`config.mk`:
```
export PLATFORM = sky130hd
export DESIGN_NAME = mwu_cell
export DESIGN_NICKNAME = d
export VERILOG_FILES = /design/src/design/assert_macros.svh /design/src/design/mwu_pkg.sv /design/src/design/mwu_cell.sv
export SDC_FILE = /design/constraint.sdc
export NUM_CORES = 1
export LEC_CHECK = 0
export BUFFER_PORTS_ARGS = -buffer_cell sky130_fd_sc_hd__buf_2
export CAP_MARGIN = 20
export CORE_AREA = 5 5 168 170
export CTS_CLUSTER_DIAMETER = 100
export DETAILED_ROUTE_END_ITERATION = 16
export DIE_AREA = 0 0 173 175
export MAX_ROUTING_LAYER = met4
export PLACE_DENSITY = 0.6
export SLEW_MARGIN = 10
export SYNTH_ARGS = -nofsm -noshare
export SYNTH_HDL_FRONTEND = slang
export SYNTH_SLANG_ARGS = --single-unit
```
`constraint.sdc`:
```
create_clock -name clk -period 5.02 [get_ports clk]
set_clock_uncertainty 0.2 [all_clocks]
set_input_delay 0.502 -clock clk [delete_from_list [all_inputs] [get_ports clk]]
set_output_delay 0.502 -clock clk [all_outputs]
set_load 0.01 [all_outputs]
```
`src/design/assert_macros.svh`:
```
// assert_macros.svh: assertion shorthands for the watchpoint unit.
// No dependencies; expects clk and rst_n in the including scope.
`ifndef ASSERT_MACROS_SVH
`define ASSERT_MACROS_SVH

// Property that must hold at every clock edge out of reset.
`define MWU_ASSERT(lbl, prop, msg) \
  lbl: assert property (@(posedge clk) disable iff (!rst_n) (prop)) else $error(msg);

// Antecedent in this cycle implies consequent in the next.
`define MWU_ASSERT_NEXT(lbl, ante, cons, msg) \
  lbl: assert property (@(posedge clk) disable iff (!rst_n) (ante) |=> (cons)) else $error(msg);

`endif

```
`src/design/mwu_pkg.sv`:
```
// mwu_pkg: types, codes and the alias mask of the watchpoint unit.
// No dependencies; used by the interface users, mwu_cell and the top level.
package mwu_pkg;

  // operation codes
  localparam logic [2:0] OP_CHECK     = 3'd0;
  localparam logic [2:0] OP_ADD       = 3'd1;
  localparam logic [2:0] OP_REMOVE    = 3'd2;
  localparam logic [2:0] OP_CHANGE    = 3'd3;
  localparam logic [2:0] OP_SET_COND  = 3'd4;
  localparam logic [2:0] OP_CLR_COND  = 3'd5;
  localparam logic [2:0] OP_CLEAR_ALL = 3'd6;

  // result status codes
  localparam logic [1:0] STATUS_DONE      = 2'd0;
  localparam logic [1:0] STATUS_NO_ACTION = 2'd1;
  localparam logic [1:0] STATUS_NOT_FOUND = 2'd2;
  localparam logic [1:0] STATUS_FULL      = 2'd3;

  // kind and action bit positions
  localparam int KB_READ   = 0;
  localparam int KB_WRITE  = 1;
  localparam int KB_CHANGE = 2;
  localparam int AB_PAUSE  = 1;

  // cell commands
  localparam logic [2:0] CELL_NOP   = 3'd0;
  localparam logic [2:0] CELL_LOAD  = 3'd1;
  localparam logic [2:0] CELL_MERGE = 3'd2;
  localparam logic [2:0] CELL_SETKA = 3'd3;
  localparam logic [2:0] CELL_COND  = 3'd4;
  localparam logic [2:0] CELL_HITS  = 3'd5;
  localparam logic [2:0] CELL_SHIFT = 3'd6;

  // alias masking constants
  localparam logic [31:0] ALIAS_SEL_MASK = 32'h3F80_0000;
  localparam logic [31:0] ALIAS_VRAM     = 32'h0400_0000;
  localparam logic [31:0] VRAM_CLR       = 32'h4060_0000;
  localparam logic [31:0] MIRROR_CLR     = 32'hC000_0000;

  localparam int IDX_OUT_W = 4;

  typedef struct packed {
    logic [2:0]  operation;
    logic [31:0] access_address;
    logic [31:0] access_size;
    logic        is_write;
    logic        value_changes;
    logic        condition_passed;
    logic [31:0] range_start;
    logic [31:0] range_end;
    logic [2:0]  watch_kinds;
    logic [1:0]  action_bits;
  } in_item_t;

  typedef struct packed {
    logic [1:0]           status;
    logic [IDX_OUT_W-1:0] entry_index;
    logic [1:0]           fired_actions;
    logic [31:0]          hit_total;
    logic [31:0]          matched_start;
  } out_item_t;

  typedef struct packed {
    logic [31:0] start_addr;
    logic [31:0] end_addr;
    logic [2:0]  kinds;
    logic [1:0]  actions;
    logic        has_cond;
    logic [31:0] hits;
  } entry_t;

  // command broadcast to every cell; each cell acts only when selected
  typedef struct packed {
    logic [2:0] op;
    entry_t     ent;
  } cell_cmd_t;

  // lookup request broadcast to every cell
  typedef struct packed {
    logic [31:0] key_start;
    logic [31:0] key_end;
    logic [31:0] acc_lo;   // masked access address
    logic [31:0] acc_hi;   // masked access end
  } match_req_t;

  function automatic logic [31:0] alias_mask(input logic [31:0] v);
    if ((v & ALIAS_SEL_MASK) == ALIAS_VRAM) begin
      return v & ~VRAM_CLR;
    end
    return v & ~MIRROR_CLR;
  endfunction

endpackage

```
`src/design/mwu_cell.sv`:
```
// mwu_cell: one watchpoint table slot with its own key and access compare.
// Depends on mwu_pkg.
module mwu_cell (
  input  logic                clk,
  input  mwu_pkg::cell_cmd_t  cmd,
  input  logic                sel,
  input  logic                valid,
  input  mwu_pkg::entry_t     nbr,
  input  mwu_pkg::match_req_t req,
  output mwu_pkg::entry_t     ent,
  output logic                key_hit,
  output logic                acc_hit
);
  import mwu_pkg::*;

  entry_t      ent_r, ent_nxt;
  logic [31:0] m_start, m_end;

  always_comb begin
    ent_nxt = ent_r;
    if (sel) begin
      case (cmd.op)
        CELL_LOAD:  ent_nxt = cmd.ent;
        CELL_MERGE: begin
          ent_nxt.kinds   = ent_r.kinds | cmd.ent.kinds;
          ent_nxt.actions = ent_r.actions | cmd.ent.actions;
        end
        CELL_SETKA: begin
          ent_nxt.kinds   = cmd.ent.kinds;
          ent_nxt.actions = cmd.ent.actions;
        end
        CELL_COND:  ent_nxt.has_cond = cmd.ent.has_cond;
        CELL_HITS:  ent_nxt.hits = cmd.ent.hits;
        CELL_SHIFT: ent_nxt = nbr;   // take the neighbor above
        default:    ent_nxt = ent_r;
      endcase
    end
  end

  always_ff @(posedge clk) begin
    ent_r <= ent_nxt;
  end

  assign ent = ent_r;

  // exact key compare, unmasked
  assign key_hit = valid && (ent_r.start_addr == req.key_start) &&
                   (ent_r.end_addr == req.key_end);

  // access compare after alias masking; zero end means single address
  assign m_start = alias_mask(ent_r.start_addr);
  assign m_end   = alias_mask(ent_r.end_addr);
  always_comb begin
    if (ent_r.end_addr != 32'd0) begin
      acc_hit = valid && (req.acc_hi > m_start) && (req.acc_lo < m_end);
    end else begin
      acc_hit = valid && (m_start == req.acc_lo);
    end
  end

endmodule
```
==> summary.txt <==
Unique masters post-synth: 50
standard-cell rows: 60
Die Y: 175 microns
first-pass GRT wire length: 45.5 mm
unrepaired setup endpoints after global routing: false
vias in the first global route: 7197
postcts setup bufs: 0
setup total negative slack: 0 ns
Synthesized Nets: 1005
pwr/cell area: 240 nW/um^2
gr usage total: 0.210
Core Area: 26600 sq um
register area share after synthesis: 0.430
DPL Wire Length: 27.8 mm
htree depth: 3
Synth Instances: 606
Worst Path Required: 4.32 ns
final worst slack: 1.08 ns
total CTS buffers: 9
max FFs per register: 102
share of layout cells above drive strength 1: 0.537
worst-margin pin slew: 1.08 ns
power after layout: 2400 uW
Routed WL per cell: 23.1 microns
Die Area: 30300 sq um
CP max-delay cell: edfxtp_1
via count: 6640
WS Path Type: register to output pin
Final Critical Period: 3.94 ns
DR pass1 iterations: 4
nets@finish: 1446
worst hold path type: input pin to register
clk sink count: 102
initial antenna violation count: 2
Final Util: 0.377
final WL: 32.2 mm
maximum clock rate: 0.254 GHz
final setup violation count: 0
Worst-Skew Late Latency: 0.36 ns
largest net degree at the start of global routing: 65
# DRC: 0
max-slew headroom at the worst pin: 0.279
Lkg Pwr: 0.00455 uW
Slew Viols, Final: 0
crit share post-route: 0.785
FF+latch count, synth: 102
CTS tree: yes
cell accounting for the most synthesized area: edfxtp_1
# port buffers: 441
final count of hold timing violations: 0
Post-synth EDFFs: 102
Syn. warnings: 0
Crit path largest cell delay: 0.58 ns
Setup crit end kind: output pin
crit-path cells: nor2_1, and3_1, nand2_1, nand2_1, ha_1, a21oi_1, nor2_1, a2111oi_0, o21ai_0, nor4_1, o21a_1, buf_2
top-area cell type share of the netlist area: 0.430
Arrival @ worst endpoint: 3.24 ns
largest cells by area after synthesis: edfxtp_1 (43%), mux2_2 (15%), ha_1 (11%), xnor2_1 (5.5%), xor2_1 (4.3%)
Syn Area/Cell: 11.8 sq um
Resize count post-CTS: 0
clock slew at reported path FFs: 0.08 ns
num ports: 442
grt total ovfl: 0
Mapped Area: 7120 sq um
hold_buf cts: 0
max-cap viol count: 0
setup slack at placement: 1.43 ns
CP max FO: 4
ys async rst share: 0
Peak VDD IR: 125 uV
initial DRC count: 320
Top FF cell, synth: edfxtp_1
initial cell density of the core: 0.268
status: completed
overall die width: 173 microns
Root Buffer Master: clkbuf_16
CP startpoint kind: register
Via density: 4.76
Filler Cells Inserted: 2713
GP Congestion: 0.892
clock tree buffer depth: 2
ANT nets after route: 0
area grow syn2layout: 40.6%
Worst Hold Slack: 0.217 ns
==> placed cells by master, fill, tap and decap left out, types with 5 or more instances in the layout <==
master and instances:
xor2_1 35, inv_1 59, nand4_1 24, nand3_1 10
nor2b_1 9, o22a_1 10, a21oi_1 25, buf_2 441
a221oi_1 7, nor2_1 11, clkbuf_16 9, o21ai_0 11
xnor2_1 45, nor4_1 19, ha_1 61, edfxtp_1 102
o22ai_1 5, mux2_2 96, nand2_1 23
==> cells in the mapped netlist (2+ instances only) <==
master,number
a211oi_1,2
a21o_1,3
a21oi_1,25
a221oi_1,7
a41oi_1,2
buf_2,8
buf_6,4
edfxtp_1,102
ha_1,61
inv_1,59
mux2_2,96
nand2_1,23
nand3_1,10
nand4_1,24
nor2_1,11
nor2b_1,9
nor3_1,4
nor4_1,19
o21a_1,4
o21ai_0,11
o22a_1,10
o22ai_1,5
or4_1,2
xnor2_1,45
xor2_1,35
==> layout make-up <==
type / count / area, sq um / share of cell area
diodes: 2 / 5.00 / 0.000500
clock buffers: 9 / 225 / 0.0225
clock inverters: 6 / 80.1 / 0.00799
inverters: 59 / 221 / 0.0221
multi-input cells: 432 / 3770 / 0.377
flip-flops and latches: 102 / 3060 / 0.306
well taps: 341 / 427 / 0.0426
repair buffers: 443 / 2220 / 0.222
==> worst max-delay path, delay by kind of cell, from the launching register on <==
family	cells	cell delay, ns
AOI/OAI and AO/OA	4	0.98
DFF	1	0.58
buffers and inverters	1	0.14
adders and majority gates	1	0.24
and+or+nand+nor	6	0.94
==> layer usage <==
layer / global-route usage / up-vias / wire length, microns
met5: - / - / 0
met4: 0.0602 / 0 / 752
met3: 0.0431 / 33 / 1990
met2: 0.371 / 308 / 16500
met1: 0.242 / 3150 / 13000
li1: - / 3149 / -
==> per-stage QoR <==
step	instances	cell area, sq um
2_1_floorplan	606	7120
5_1_grt	1394	10000
3_3_place_gp	1377	9710
6_report	1394	10000
3_5_place_dp	1377	9710
4_1_cts	1392	10000
==> power breakdown <==
group	switching, uW	internal [uW]	total (uW)	leakage (uW)
Clock	392	398	790	0.000147
Combinational	272	276	548	0.00347
Sequential	61.6	1000	1060	0.000938
==> path summary, 6_finish.rpt <==
kind	cells past startpoint	endpoint	start	slack (ns)
worst min register to register	2	ent[37]	ent[37]	0.53
worst max-delay path	12	acc_hit	ent[62]	1.08
worst min-delay path	2	ent[37]	cmd[37]	0.22
worst max register to register	3	ent[35]	ent[35]	3.68
==> kinds of logic (layout without fill, tap and decap cells) <==
family | Yosys count | in the layout | synth area share
xor+xnor | 80 | 80 | 0.0983
other cells | 0 | 2 | 0
compound gates | 80 | 80 | 0.0776
fa+ha+maj | 61 | 61 | 0.107
mux | 97 | 97 | 0.154
flops | 102 | 102 | 0.430
simple gates | 114 | 114 | 0.0896
buf+inv | 72 | 517 | 0.0436
(Power assumes the default switching activity.)
